**src/hdl/assert_macros.svh**
```systemverilog
// assertion macros shared by the deframer rtl
`ifndef ASSERT_MACROS_SVH
`define ASSERT_MACROS_SVH

`ifndef SYNTHESIS

`define FDM7_ASSERT(lbl, clk, rst_n, prop) \
    lbl: assert property (@(posedge clk) disable iff (!rst_n) prop) \
        else $error("fdm7 assertion failed");

`define FDM7_ASSERT_NEVER(lbl, clk, rst_n, expr) \
    lbl: assert property (@(posedge clk) disable iff (!rst_n) !(expr)) \
        else $error("fdm7 forbidden condition seen");

`else

`define FDM7_ASSERT(lbl, clk, rst_n, prop)

`define FDM7_ASSERT_NEVER(lbl, clk, rst_n, expr)

`endif

`endif

```
**src/hdl/fdm7_pkg.sv**
```systemverilog
// types, codes and helper functions of the deframer
package fdm7_pkg;

    localparam int BYTE_W    = 8;
    localparam int LEN_W     = 16;
    localparam int PAT_W     = 40;
    localparam int CFG_IDX_W = 8;
    localparam int EV_W      = 3;
    localparam int HDR_BYTES = 5;
    localparam int CHK_MOD   = 7;

    localparam logic [CFG_IDX_W-1:0] CFG_TERM_PATTERN = CFG_IDX_W'(0);
    localparam logic [CFG_IDX_W-1:0] CFG_CONTROL_TYPE = CFG_IDX_W'(1);

    typedef enum logic [1:0] {
        PH_HEADER  = 2'd0,
        PH_PAYLOAD = 2'd1,
        PH_TERM    = 2'd2,
        PH_RESYNC  = 2'd3
    } t_phase;

    typedef enum logic [EV_W-1:0] {
        EV_HDR_BYTE   = 3'd0,
        EV_HDR_OK     = 3'd1,
        EV_PAYLOAD    = 3'd2,
        EV_TERM_BYTE  = 3'd3,
        EV_FRAME_GOOD = 3'd4,
        EV_BAD_TERM   = 3'd5,
        EV_HDR_ERR    = 3'd6,
        EV_RESYNC     = 3'd7
    } t_event;

    typedef struct packed {
        logic [PAT_W-1:0]  term_pattern;
        logic [BYTE_W-1:0] control_type;
    } t_cfg;

    typedef struct packed {
        t_event            event_res;
        logic [BYTE_W-1:0] data_byte;
        logic [BYTE_W-1:0] msg_type;
        logic [BYTE_W-1:0] msg_priority;
        logic [LEN_W-1:0]  payload_length;
        logic              is_control;
    } t_result;

    // modulo 7 of a 9-bit value by summing octal digits
    function automatic logic [2:0] mod7(input logic [8:0] v);
        logic [4:0] a;
        logic [3:0] b;
        a = 5'(v[8:6]) + 5'(v[5:3]) + 5'(v[2:0]);
        b = 4'(a[4:3]) + 4'(a[2:0]);
        mod7 = (b >= 4'(CHK_MOD)) ? 3'(b - 4'(CHK_MOD)) : b[2:0];
    endfunction

    // terminator byte expected at position pos, first byte in the top bits
    function automatic logic [BYTE_W-1:0] pattern_byte(input logic [PAT_W-1:0] pat,
                                                       input logic [2:0] pos);
        case (pos)
            3'd0:    pattern_byte = pat[39:32];
            3'd1:    pattern_byte = pat[31:24];
            3'd2:    pattern_byte = pat[23:16];
            3'd3:    pattern_byte = pat[15:8];
            3'd4:    pattern_byte = pat[7:0];
            default: pattern_byte = pat[39:32];
        endcase
    endfunction

endpackage

```
**src/hdl/fdm7_in_if.sv**
```systemverilog
// byte input channel
interface fdm7_in_if;
    logic       valid;
    logic       ready;
    logic [7:0] rx_byte;

    modport source(output valid, output rx_byte, input ready);
    modport sink(input valid, input rx_byte, output ready);
endinterface

```
**src/hdl/fdm7_out_if.sv**
```systemverilog
// result output channel
interface fdm7_out_if;
    logic        valid;
    logic        ready;
    logic [2:0]  event_res;
    logic [7:0]  data_byte;
    logic [7:0]  msg_type;
    logic [7:0]  msg_priority;
    logic [15:0] payload_length;
    logic        is_control;

    modport source(output valid, output event_res, output data_byte, output msg_type,
                   output msg_priority, output payload_length, output is_control,
                   input ready);
    modport sink(input valid, input event_res, input data_byte, input msg_type,
                 input msg_priority, input payload_length, input is_control,
                 output ready);
endinterface

```
**src/hdl/fdm7_cfg_if.sv**
```systemverilog
// configuration write channel
interface fdm7_cfg_if;
    logic        valid;
    logic        ready;
    logic [7:0]  index;
    logic [39:0] data;

    modport source(output valid, output index, output data, input ready);
    modport sink(input valid, input index, input data, output ready);
endinterface

```
**src/hdl/frame_deframer_mod7_header_top.sv**
```systemverilog
// deframer top level: input register, deframer core, output register, config registers
//
//  channel  dir  request carries                                         handshake
//  i_in     in   rx_byte                                                 valid/ready
//  o_out    out  event_res data_byte msg_type msg_priority
//                payload_length is_control                               valid/ready
//  i_cfg    in   index data (0 terminator pattern, 1 control type)       valid/ready
//
// one byte per clock unless the output stalls; results leave through the output register
// the state update of the core sits between the input and output registers
// synchronous active-low reset clears the frame state and both config registers
// a stalled output holds its result and still lets the input register fill
// config requests are always taken, config ready is tied high
`include "assert_macros.svh"

module frame_deframer_mod7_header_top (
    input  logic            i_clk,
    input  logic            i_rst_n,
    fdm7_in_if.sink         i_in,
    fdm7_out_if.source      o_out,
    fdm7_cfg_if.sink        i_cfg
);
    import fdm7_pkg::*;

    logic               r_s1_valid;
    logic [BYTE_W-1:0]  r_s1_byte;
    logic               r_out_valid;
    t_result            r_out;
    t_cfg               r_cfg;
    t_result            w_res;
    logic               w_adv;
    logic               w_step;

    assign w_adv      = !r_out_valid || o_out.ready;
    assign w_step     = r_s1_valid && w_adv;
    assign i_in.ready = !r_s1_valid || w_adv;
    assign i_cfg.ready = 1'b1;

    fdm7_core u_core (
        .i_clk   (i_clk),
        .i_rst_n (i_rst_n),
        .i_step  (w_step),
        .i_byte  (r_s1_byte),
        .i_cfg   (r_cfg),
        .o_res   (w_res)
    );

    always_ff @(posedge i_clk) begin
        if (!i_rst_n) begin
            r_s1_valid  <= 1'b0;
            r_out_valid <= 1'b0;
        end else begin
            if (i_in.ready) begin
                r_s1_valid <= i_in.valid;
            end
            if (w_adv) begin
                r_out_valid <= r_s1_valid;
            end
        end
    end

    always_ff @(posedge i_clk) begin
        if (i_in.ready) begin
            r_s1_byte <= i_in.rx_byte;
        end
        if (w_step) begin
            r_out <= w_res;
        end
    end

    always_ff @(posedge i_clk) begin
        if (!i_rst_n) begin
            r_cfg <= '0;
        end else if (i_cfg.valid) begin
            case (i_cfg.index)
                CFG_TERM_PATTERN: r_cfg.term_pattern <= i_cfg.data;
                CFG_CONTROL_TYPE: r_cfg.control_type <= i_cfg.data[BYTE_W-1:0];
                default: ;
            endcase
        end
    end

    assign o_out.valid          = r_out_valid;
    assign o_out.event_res      = r_out.event_res;
    assign o_out.data_byte      = r_out.data_byte;
    assign o_out.msg_type       = r_out.msg_type;
    assign o_out.msg_priority   = r_out.msg_priority;
    assign o_out.payload_length = r_out.payload_length;
    assign o_out.is_control     = r_out.is_control;

    `FDM7_ASSERT(a_s1_holds_on_stall, i_clk, i_rst_n,
        (r_s1_valid && !w_adv) |=> (r_s1_valid && $stable(r_s1_byte)))
    `FDM7_ASSERT(a_out_from_s1, i_clk, i_rst_n,
        $rose(r_out_valid) |-> $past(r_s1_valid))
    `FDM7_ASSERT(a_cfg_pattern_write, i_clk, i_rst_n,
        (i_cfg.valid && i_cfg.index == CFG_TERM_PATTERN) |=>
            (r_cfg.term_pattern == $past(i_cfg.data)))

endmodule

```
**src/hdl/fdm7_core.sv**
```systemverilog
// deframer state machine: one byte per step, result computed combinationally
`include "assert_macros.svh"

module fdm7_core (
    input  logic                          i_clk,
    input  logic                          i_rst_n,
    input  logic                          i_step,
    input  logic [fdm7_pkg::BYTE_W-1:0]   i_byte,
    input  fdm7_pkg::t_cfg                i_cfg,
    output fdm7_pkg::t_result             o_res
);
    import fdm7_pkg::*;

    t_phase             r_phase, n_phase;
    logic [2:0]         r_hdr_cnt, n_hdr_cnt;
    logic [2:0]         r_sum, n_sum;
    logic [BYTE_W-1:0]  r_type, n_type;
    logic [BYTE_W-1:0]  r_prio, n_prio;
    logic [BYTE_W-1:0]  r_len_hi, n_len_hi;
    logic [LEN_W-1:0]   r_len, n_len;
    logic [LEN_W-1:0]   r_cnt, n_cnt;
    logic               r_term_ok, n_term_ok;
    logic [PAT_W-1:0]   r_window, n_window;

    logic [2:0]         w_sum;
    logic [BYTE_W-1:0]  w_term_byte;
    logic               w_term_hit;
    logic [PAT_W-1:0]   w_window;
    logic [2:0]         w_rs_cnt;
    logic               w_match;
    logic [LEN_W-1:0]   w_cnt_inc;
    t_event             w_event;

    assign w_sum       = mod7(9'(r_sum) + 9'(i_byte));
    assign w_term_byte = pattern_byte(i_cfg.term_pattern, r_cnt[2:0]);
    assign w_term_hit  = (i_byte == w_term_byte);
    assign w_window    = {r_window[PAT_W-BYTE_W-1:0], i_byte};
    assign w_rs_cnt    = (r_hdr_cnt < 3'(HDR_BYTES)) ? r_hdr_cnt + 3'd1 : r_hdr_cnt;
    assign w_match     = (w_rs_cnt == 3'(HDR_BYTES)) && (w_window == i_cfg.term_pattern);
    assign w_cnt_inc   = r_cnt + 16'd1;

    // next state
    always_comb begin
        n_phase   = r_phase;
        n_hdr_cnt = r_hdr_cnt;
        n_sum     = r_sum;
        n_type    = r_type;
        n_prio    = r_prio;
        n_len_hi  = r_len_hi;
        n_len     = r_len;
        n_cnt     = r_cnt;
        n_term_ok = r_term_ok;
        n_window  = r_window;
        case (r_phase)
            PH_HEADER: begin
                n_sum = w_sum;
                case (r_hdr_cnt)
                    3'd0:    n_type   = i_byte;
                    3'd1:    n_prio   = i_byte;
                    3'd2:    n_len_hi = i_byte;
                    3'd3:    n_len    = {r_len_hi, i_byte};
                    default: ;
                endcase
                if (r_hdr_cnt < 3'd4) begin
                    n_hdr_cnt = r_hdr_cnt + 3'd1;
                end else if (w_sum == 3'd0) begin
                    n_hdr_cnt = 3'd0;
                    n_sum     = 3'd0;
                    n_cnt     = '0;
                    n_term_ok = 1'b1;
                    n_phase   = (r_len == '0) ? PH_TERM : PH_PAYLOAD;
                end else begin
                    n_hdr_cnt = 3'd0;
                    n_sum     = 3'd0;
                    n_window  = '0;
                    n_phase   = PH_RESYNC;
                end
            end
            PH_PAYLOAD: begin
                n_cnt = w_cnt_inc;
                if (w_cnt_inc >= r_len) begin
                    n_cnt     = '0;
                    n_term_ok = 1'b1;
                    n_phase   = PH_TERM;
                end
            end
            PH_TERM: begin
                if (!w_term_hit) begin
                    n_term_ok = 1'b0;
                end
                if (r_cnt < 16'd4) begin
                    n_cnt = w_cnt_inc;
                end else begin
                    n_phase   = PH_HEADER;
                    n_hdr_cnt = 3'd0;
                    n_sum     = 3'd0;
                    n_cnt     = '0;
                    n_term_ok = 1'b1;
                end
            end
            default: begin
                n_window  = w_window;
                n_hdr_cnt = w_rs_cnt;
                if (w_match) begin
                    n_window  = '0;
                    n_phase   = PH_HEADER;
                    n_hdr_cnt = 3'd0;
                    n_sum     = 3'd0;
                    n_cnt     = '0;
                    n_term_ok = 1'b1;
                end
            end
        endcase
    end

    // outputs
    always_comb begin
        case (r_phase)
            PH_HEADER: begin
                if (r_hdr_cnt < 3'd4) begin
                    w_event = EV_HDR_BYTE;
                end else if (w_sum == 3'd0) begin
                    w_event = EV_HDR_OK;
                end else begin
                    w_event = EV_HDR_ERR;
                end
            end
            PH_PAYLOAD: w_event = EV_PAYLOAD;
            PH_TERM: begin
                if (r_cnt < 16'd4) begin
                    w_event = EV_TERM_BYTE;
                end else if (r_term_ok && w_term_hit) begin
                    w_event = EV_FRAME_GOOD;
                end else begin
                    w_event = EV_BAD_TERM;
                end
            end
            default: w_event = w_match ? EV_RESYNC : EV_HDR_ERR;
        endcase
        o_res.event_res      = w_event;
        o_res.data_byte      = i_byte;
        o_res.msg_type       = n_type;
        o_res.msg_priority   = n_prio;
        o_res.payload_length = n_len;
        o_res.is_control     = (n_type == i_cfg.control_type);
    end

    always_ff @(posedge i_clk) begin
        if (!i_rst_n) begin
            r_phase   <= PH_HEADER;
            r_hdr_cnt <= 3'd0;
            r_sum     <= 3'd0;
            r_type    <= '0;
            r_prio    <= '0;
            r_len_hi  <= '0;
            r_len     <= '0;
            r_cnt     <= '0;
            r_term_ok <= 1'b1;
            r_window  <= '0;
        end else if (i_step) begin
            r_phase   <= n_phase;
            r_hdr_cnt <= n_hdr_cnt;
            r_sum     <= n_sum;
            r_type    <= n_type;
            r_prio    <= n_prio;
            r_len_hi  <= n_len_hi;
            r_len     <= n_len;
            r_cnt     <= n_cnt;
            r_term_ok <= n_term_ok;
            r_window  <= n_window;
        end
    end

    `FDM7_ASSERT_NEVER(a_sum_range, i_clk, i_rst_n, r_sum >= 3'(CHK_MOD))
    `FDM7_ASSERT(a_hdr_count_step, i_clk, i_rst_n,
        (i_step && r_phase == PH_HEADER && r_hdr_cnt < 3'd4) |=>
            (r_hdr_cnt == $past(r_hdr_cnt) + 3'd1))
    `FDM7_ASSERT(a_frame_end_to_header, i_clk, i_rst_n,
        (i_step && (w_event == EV_FRAME_GOOD || w_event == EV_BAD_TERM ||
                    w_event == EV_RESYNC)) |=> (r_phase == PH_HEADER))
    `FDM7_ASSERT_NEVER(a_term_count_range, i_clk, i_rst_n,
        r_phase == PH_TERM && r_cnt > 16'd4)

endmodule
```
**src/flat_wrapper.sv**
```systemverilog
// flat-port wrapper written by rule: the top's interface ports become plain ports
module frame_deframer_mod7_header_top_flat import fdm7_pkg::*;
  (i_clk, i_rst_n, i_in_valid, i_in_rx_byte, i_in_ready, o_out_valid, o_out_event_res, o_out_data_byte, o_out_msg_type, o_out_msg_priority, o_out_payload_length, o_out_is_control, o_out_ready, i_cfg_valid, i_cfg_index, i_cfg_data, i_cfg_ready);
  fdm7_in_if i_in_i ();
  fdm7_out_if o_out_i ();
  fdm7_cfg_if i_cfg_i ();
  input  logic i_clk;
  input  logic i_rst_n;
  input wire logic [$bits(i_in_i.valid)-1:0] i_in_valid;
  input wire logic [$bits(i_in_i.rx_byte)-1:0] i_in_rx_byte;
  output wire logic [$bits(i_in_i.ready)-1:0] i_in_ready;
  output wire logic [$bits(o_out_i.valid)-1:0] o_out_valid;
  output wire logic [$bits(o_out_i.event_res)-1:0] o_out_event_res;
  output wire logic [$bits(o_out_i.data_byte)-1:0] o_out_data_byte;
  output wire logic [$bits(o_out_i.msg_type)-1:0] o_out_msg_type;
  output wire logic [$bits(o_out_i.msg_priority)-1:0] o_out_msg_priority;
  output wire logic [$bits(o_out_i.payload_length)-1:0] o_out_payload_length;
  output wire logic [$bits(o_out_i.is_control)-1:0] o_out_is_control;
  input wire logic [$bits(o_out_i.ready)-1:0] o_out_ready;
  input wire logic [$bits(i_cfg_i.valid)-1:0] i_cfg_valid;
  input wire logic [$bits(i_cfg_i.index)-1:0] i_cfg_index;
  input wire logic [$bits(i_cfg_i.data)-1:0] i_cfg_data;
  output wire logic [$bits(i_cfg_i.ready)-1:0] i_cfg_ready;
  assign i_in_i.valid = i_in_valid;
  assign i_in_i.rx_byte = i_in_rx_byte;
  assign i_in_ready = i_in_i.ready;
  assign o_out_valid = o_out_i.valid;
  assign o_out_event_res = o_out_i.event_res;
  assign o_out_data_byte = o_out_i.data_byte;
  assign o_out_msg_type = o_out_i.msg_type;
  assign o_out_msg_priority = o_out_i.msg_priority;
  assign o_out_payload_length = o_out_i.payload_length;
  assign o_out_is_control = o_out_i.is_control;
  assign o_out_i.ready = o_out_ready;
  assign i_cfg_i.valid = i_cfg_valid;
  assign i_cfg_i.index = i_cfg_index;
  assign i_cfg_i.data = i_cfg_data;
  assign i_cfg_ready = i_cfg_i.ready;
  frame_deframer_mod7_header_top u_core (.i_clk(i_clk), .i_rst_n(i_rst_n), .i_in(i_in_i), .o_out(o_out_i), .i_cfg(i_cfg_i));
endmodule
```
**config.mk**
```make
export PLATFORM = sky130hd
export DESIGN_NAME = frame_deframer_mod7_header_top_flat
export DESIGN_NICKNAME = d
export VERILOG_FILES = /design/src/hdl/fdm7_pkg.sv /design/src/hdl/fdm7_in_if.sv /design/src/hdl/fdm7_out_if.sv /design/src/hdl/fdm7_cfg_if.sv /design/src/hdl/frame_deframer_mod7_header_top.sv /design/src/hdl/fdm7_core.sv /design/src/flat_wrapper.sv
export VERILOG_INCLUDE_DIRS = /design/src /design/src/hdl
export SDC_FILE = /design/constraint.sdc
export NUM_CORES = 1
export LEC_CHECK = 0
export ABC_CLOCK_PERIOD_IN_PS = 5290
export BUFFER_PORTS_ARGS = -buffer_cell sky130_fd_sc_hd__buf_2
export CAP_MARGIN = 20
export CORE_UTILIZATION = 50
export CTS_BUF_LIST = sky130_fd_sc_hd__clkbuf_8 sky130_fd_sc_hd__clkbuf_16
export CTS_CLUSTER_DIAMETER = 60
export DETAILED_ROUTE_END_ITERATION = 10
export GPL_TIMING_DRIVEN = 0
export PLACE_DENSITY = 0.73
export SLEW_MARGIN = 20
export SYNTH_ARGS = -nofsm -noshare
export SYNTH_HDL_FRONTEND = slang
export SYNTH_SLANG_ARGS = --single-unit
```
**constraint.sdc**
```tcl
create_clock -name i_clk -period 5.29 [get_ports i_clk]
set_clock_uncertainty 0.1 [all_clocks]
set_input_delay 0.2645 -clock i_clk [delete_from_list [all_inputs] [get_ports i_clk]]
set_output_delay 0.2645 -clock i_clk [all_outputs]
set_load 0.02 [all_outputs]
```
=== Word level (Yosys, flattened, before mapping) ===
Index checks and enable logic that the tools add are counted.
Widths: inputs -> output; s select.

* Add/sub/neg operators: 7
* Magnitude comparators: 5
* Equal/unequal tests: 20
* Mux-type cells: 46
* Bitwise logic cells: 2
* Reductions and logical operators: 24

{| class="wikitable"
|+ Operators by type and width
! cell !! count
|-
| $mux 16 || 7
|-
| $mux 32 || 3
|-
| $pmux 32 s2 || 1
|-
| $pmux 16 s3 || 1
|-
| $eq 40x40->1 || 1
|-
| $mux 8 || 4
|-
| $pmux 8 s4 || 1
|-
| $mux 3 || 10
|-
| $pmux 3 s3 || 3
|-
| $add 16x1->16 const B || 1
|-
| $eq 8x8->1 || 2
|-
| $ge 16x16->1 || 1
|-
| $logic_not 16->1 || 1
|-
| $lt 16x3->1 const B || 1
|-
| $eq 3x2->1 const B || 4
|-
| $mux 2 || 6
|-
| $reduce_and 4->1 || 3
|-
| $ne 2x2->1 const B || 5
|-
| $add 3x8->9 || 1
|-
| $eq 8x1->1 const B || 1
|-
| $logic_not 8->1 || 1
|-
| $mux 1 || 8
|-
| $eq 3x1->1 const B || 2
|-
| $eq 3x3->1 const B || 2
|-
| other kinds (25) || 34
|}

* Bits in registers: 199
* Output and inout bits: 47

=== Logic depth before layout (Yosys ltp) ===
* Depth after elaboration: 10
* Mapped depth: 22

=== Cells and area by module ===
A second synthesis with hierarchy kept.

* Cell total of the unflattened synthesis: 1,057
* Area, all modules: 10,311.1 sq um

{| class="wikitable"
|+ By module, submodules not included
! module !! times used !! cells an instance !! area each (sq um)
|-
| fdm7_core || 1 || 791 || 6,771.5
|-
| frame_deframer_mod7_header_top || 1 || 266 || 3,539.6
|}

=== Worst setup path after synthesis ===
OpenSTA, ideal clock, no wires.

* Path kind: reg-to-reg
* Start point: register u_core.r_s1_byte[0]
* End point: register u_core.u_core.r_window[10]
* Setup time: 0.128 ns
* Data arrival time: 5.124 ns
* Required time: 5.062 ns
* Path slack: -0.062 ns
* Stages on the path, launching flop included: 22
* Path buffers: 1
* Clock period less this slack: 5.352 ns
* Cell sequence: edfxtp_1 > ha_1 > fa_1 > a21o_1 > nand2_1 > xnor2_1 > fa_1 > ha_1 > fa_1 > xnor2_1 > ha_1 > inv_1 > fa_1 > inv_1 > ha_1 > or3b_1 > o2111a_1 > o2bb2a_4 > a2111o_1 > clkbuf_1 > a22oi_1 > nor2_1

* Word-level cells in the longest chain between the ends: 9

{| class="wikitable"
|+ Ends and longest elaborated chain
! element !! RTL line !! RTL
|-
| start: declaration || frame_deframer_mod7_header_top.sv:26 || <nowiki>logic [BYTE_W-1:0] r_s1_byte;</nowiki>
|-
| start signal: assignment || frame_deframer_mod7_header_top.sv:64 || <nowiki>r_s1_byte <= i_in.rx_byte;</nowiki>
|-
| $add 3x8->9 || fdm7_core.sv:34 || <nowiki>assign w_sum = mod7(9'(r_sum) + 9'(i_byte));</nowiki>
|-
| $add 3x3->4 || fdm7_pkg.sv:51 || <nowiki>a = 5'(v[8:6]) + 5'(v[5:3]) + 5'(v[2:0]);</nowiki>
|-
| $add 4x3->5 || fdm7_pkg.sv:51 ||
|-
| $add 2x3->4 || fdm7_pkg.sv:52 || <nowiki>b = 4'(a[4:3]) + 4'(a[2:0]);</nowiki>
|-
| $ge 4x3->1 or $sub 3x3->3 (tied branches) || fdm7_pkg.sv:53 || <nowiki>mod7 = (b >= 4'(CHK_MOD)) ? 3'(b - 4'(CHK_MOD)) : b[2:0];</nowiki>
|-
| $mux 3 || fdm7_pkg.sv:53 ||
|-
| $logic_not 3->1 || fdm7_core.sv:66 || <nowiki>end else if (w_sum == 3'd0) begin</nowiki>
|-
| $ne 2x2->1 (no source line) || -- ||
|-
| $reduce_and 4->1 (no source line) || -- ||
|-
| end signal: assignment || fdm7_core.sv:170 || <nowiki>r_window <= n_window;</nowiki>
|-
| end: declaration || fdm7_core.sv:23 || <nowiki>logic [PAT_W-1:0] r_window, n_window;</nowiki>
|}

Parallel ways exist; a longest one is shown, timed or not.
A chain may end at the register's enable or synchronous reset.

=== Worst setup path in the final report ===
* Start point: register u_core.r_s1_byte[0]
* End point: register u_core.u_core.r_window[26]

The elaborated chain is that of the path after synthesis.

==> results list <==
- Outcome: finished with violations
- The final reports fail on negative setup slack.
* Unique cell type count in the Yosys netlist: 64
- The number of antenna diodes in the final layout is 0.
- The tree is rooted in a sky130_fd_sc_hd__clkbuf_16.
- Crit path DAT: between 5 and 6 ns
* Cell area after technology mapping: 9710 µm²
- Synthesized flop and latch total: around 200
- Maximum clock frequency: 0.180 GHz
- Measured in cells, the most critical reg-to-reg path has a length of 21.
- The routed design has 26,200 µm of wire.
- The total area inside the core boundary comes to 18,900 µm².
* Required time of the critical path: 5.51 ns
- Overall die area: 20,000 µm²
- Clock tree from TritonCTS: yes
- Row generation in the floorplan step produced 50 rows.
- Across all setup checks in the final design, the least slack found is -0.275 ns.
* Antenna violations before repair: 0
- Entering global routing, the biggest net connects 54 pins.
- Final Setup Violations: 48
* Critical Setup Path Class: flop to flop
* Highest net fanout along the worst path: 8
- Total clock sinks: 199
- Setup_tns: -8.55 ns
* Horiz. Die Dim: 141 µm
- Across the run, the number of max-cap violations was 0.
- Leaving out fill and tap cells, the most frequent cell in the layout is sky130_fd_sc_hd__nand2_1.
- Number of levels the H-tree was split into: 4
- The count of final hold-check violations was 0.
* Number of remaining DRC errors: 0
- In the final routed layout, each cell accounts on average for 17.5 µm.
- The startpoint identified for the worst register-to-register timing path is u_core.r_s1_byte[0].
- Summing over every cut layer, the via total after detailed routing is between 8,000 and 9,000.
* Fraction of the yosys area taken by sequential cells: 0.464
* Clock-pin transition on the worst setup and hold timing paths: 0.07 ns
- In this run the worst hold path is classified as input pin to flop.
- Final core utilization: 0.637
- Clock buffer depth: 2
- The worst setup path is launched from a flop.
- The die is between 100 and 150 µm tall.
- The worst register-to-register path has a setup slack of -0.28 ns.
- In this run, synthesis inferred 52 flip-flops with an integrated enable.
* Global-route usage over all layers: 0.265
- The worst-case IR drop observed on VDD is 0.324 mV.
- The finished cells cover 12,000 µm².
- Net Count, Synth: 1,139
* Setup repair after global routing missed its margin: yes
- For the pin with the worst max-slew slack, the measured transition is around 0.77 ns.
* Routability-driven placement congestion ratio: 0.935
- Vias in the first global route: about 7,800
- The count of nets left with antenna violations once routing finished came out at 0.
- For this run, the leading register cell type out of synthesis is sky130_fd_sc_hd__dfxtp_1.
- The worst hold path terminates at u_core.o_out.valid.
* Total CTS buffers: 17
- Time the final worst path needs with I/O delays and setup: 5.57 ns
- P per Cell Area: 378 nW/µm²
- In the layout the commonest cells are sky130_fd_sc_hd__nand2_1, sky130_fd_sc_hd__dfxtp_1, sky130_fd_sc_hd__buf_2, sky130_fd_sc_hd__a21oi_1, sky130_fd_sc_hd__nor2_1.
* Average footprint of a synthesized cell: 9.39 µm²
* Share of layout cells above drive strength 1: 0.199
- First DRT Iteration DRCs: 744
- Cell depth of the worst hold path: 4
* Area growth, synth to finish: 24.0%
- Clock latency on the worst-skew pair: 0.44 ns
- Cell Area, Placed: around 11,000 µm²
- Port buffer count: 105
* Period utilisation layout: 1.05
- Worst hold start: o_out_ready
- For this run, the number of Yosys warnings is 0.
- I/O pin cnt: ~110
- Measured against its own limit, the worst slew margin works out to 0.487.
* DP Wirelength: 17,700 µm
- Before antenna repair, the detailed router went through 8 iterations.
- Synthesis produced a netlist whose cell count is roughly 1,000.
- The endpoint identified for the worst register-to-register timing path is u_core.u_core.r_window[26].
- The net count of the finished layout is 1,331.
* Hold Worst Slack: between 0.03 and 0.04 ns
- In this run the static leakage power is 4.72 nW.
- The final count of pins violating max slew is 0.
- Fraction of registers with async set/reset: 0
- Wire length of the first global-routing pass: 40,600 µm
* GRT Residual Overflow: 0
- Crit path from: u_core.r_s1_byte[0]
- For this configuration, the core starts out at a cell density of 0.514.
- Kind of capture point of the worst setup path: flop
- Mean number of vias per cell: 5.63
-- state kept, by name (all words and copies together), names as in the netlist, 8 cells and up --
signal	count
u_core.o_out.msg_type	8
u_core.u_core.r_len_hi	8
u_core.r_s1_byte	8
u_core.o_out.data_byte	8
u_core.o_out.payload_length	16
u_core.u_core.r_prio	8
u_core.o_out.msg_priority	8
u_core.r_cfg	48
u_core.u_core.r_type	8
u_core.u_core.r_len	16
u_core.u_core.r_cnt	16
u_core.u_core.r_window	32
-- worst max-delay path, stage by stage (launching register included) --
cell	delay, ns
sky130_fd_sc_hd__edfxtp_1	0.42
sky130_fd_sc_hd__ha_2	0.22
sky130_fd_sc_hd__fa_2	0.34
sky130_fd_sc_hd__a21o_1	0.22
sky130_fd_sc_hd__nor2b_4	0.14
sky130_fd_sc_hd__xor2_1	0.16
sky130_fd_sc_hd__fa_2	0.40
sky130_fd_sc_hd__ha_4	0.18
sky130_fd_sc_hd__fa_2	0.35
sky130_fd_sc_hd__xnor2_2	0.15
sky130_fd_sc_hd__ha_2	0.21
sky130_fd_sc_hd__inv_2	0.04
sky130_fd_sc_hd__fa_1	0.49
sky130_fd_sc_hd__inv_2	0.09
sky130_fd_sc_hd__ha_4	0.14
sky130_fd_sc_hd__or3b_4	0.40
sky130_fd_sc_hd__o2111a_1	0.17
sky130_fd_sc_hd__o2bb2a_4	0.22
sky130_fd_sc_hd__a2111o_2	0.56
sky130_fd_sc_hd__buf_4	0.21
sky130_fd_sc_hd__a22oi_1	0.15
sky130_fd_sc_hd__nor2_1	0.06
-- how the worst max path moves through the flow --
| stage | to | slack (ns) | depth (start not counted) |
|---|---|---|---|
| after detailed placement | u_core.u_core.r_window[11] | -0.58 | 20 |
| after floorplan | u_core.u_core.r_window[10] | 0.03 | 21 |
| final | u_core.u_core.r_window[26] | -0.28 | 21 |
| after CTS | u_core.u_core.r_window[13] | -0.25 | 21 |
| after global routing | u_core.u_core.r_window[17] | -0.41 | 21 |
| after global placement | u_core.u_core.r_window[11] | -0.52 | 20 |
-- power by group --
group	leakage (nW)	switching, mW	internal, mW
clock network	0.302	0.578	0.749
logic	2.73	0.841	0.727
registers	1.69	0.0271	1.62
-- final cells by class --
class	count	area (µm²)
fill	1570	6860
multi-input combinational	723	4950
sequential	199	4500
timing repair buffer	174	1170
clock buffer	20	478
tap	260	325
buffer	63	314
inverter	48	180
clock inverter	10	116
-- layer usage --
layer	share of wire	track usage
met1	0.43	0.339
met2	0.49	0.452
met3	0.056	0.0331
met4	0.028	0.113
met5	0	0
-- per-stage QoR --
step	power, mW	setup slack (ns)	std cells
final	4.54	-0.275	1497
after global routing	4.70	-0.412	1497
after CTS	4.30	-0.255	1487
after detailed placement	2.77	-0.581	1399
after global placement	2.75	-0.518	1399
after floorplan	2.52	0.0252	1034
-- cell families after synthesis --
group | count (synthesis) | share of synthesized area
compound gates | 204 | 0.139
xor+xnor | 77 | 0.0695
fa+ha+maj | 44 | 0.0614
buf+inv | 112 | 0.0464
flops | 199 | 0.464
mux | 61 | 0.0660
other cells | 1 | 0.000386
simple gates | 336 | 0.153
-- cell usage after synthesis (2+ instances only) --
library cell	count	area, µm²
sky130_fd_sc_hd__mux2_2	24	270
sky130_fd_sc_hd__nor2_1	71	267
sky130_fd_sc_hd__nor4_1	9	56.3
sky130_fd_sc_hd__nand2_1	167	627
sky130_fd_sc_hd__fa_1	6	120
sky130_fd_sc_hd__mux2i_1	37	370
sky130_fd_sc_hd__buf_2	12	60.1
sky130_fd_sc_hd__o311a_1	2	20.0
sky130_fd_sc_hd__a2111o_1	2	22.5
sky130_fd_sc_hd__edfxtp_1	52	1560
sky130_fd_sc_hd__a22oi_1	40	300
sky130_fd_sc_hd__nor4_2	2	25.0
sky130_fd_sc_hd__o22ai_1	5	31.3
sky130_fd_sc_hd__and3_1	9	56.3
sky130_fd_sc_hd__clkbuf_1	46	173
sky130_fd_sc_hd__nor3_1	3	15.0
sky130_fd_sc_hd__nor2b_1	3	18.8
sky130_fd_sc_hd__buf_4	2	15.0
sky130_fd_sc_hd__a32oi_1	8	70.1
sky130_fd_sc_hd__xnor2_1	54	473
sky130_fd_sc_hd__a31oi_1	2	12.5
sky130_fd_sc_hd__a21oi_1	95	475
sky130_fd_sc_hd__xor2_1	23	201
sky130_fd_sc_hd__nand2b_1	7	43.8
sky130_fd_sc_hd__o2111ai_1	2	17.5
sky130_fd_sc_hd__buf_1	3	11.3
sky130_fd_sc_hd__a21o_1	6	45.0
sky130_fd_sc_hd__o21ai_0	13	65.1
sky130_fd_sc_hd__ha_1	38	475
sky130_fd_sc_hd__a211oi_1	9	67.6
sky130_fd_sc_hd__inv_1	47	176
sky130_fd_sc_hd__o211a_1	2	20.0
sky130_fd_sc_hd__nand3_1	32	160
sky130_fd_sc_hd__dfxtp_1	147	2940
sky130_fd_sc_hd__a221oi_1	3	26.3
sky130_fd_sc_hd__nand4_1	17	106
sky130_fd_sc_hd__or3_1	6	37.5
sky130_fd_sc_hd__o211ai_1	2	15.0
-- repair_timing --
item	4_1_cts	5_1_grt
hold endpoints to repair	56	0
endpoints found under the setup margin	54	52
gates cloned	3	1
pin swaps	7	11
hold buffers	49	0
gates resized for setup	20	36
setup buffers	7	9
(Power assumes the default switching activity.)
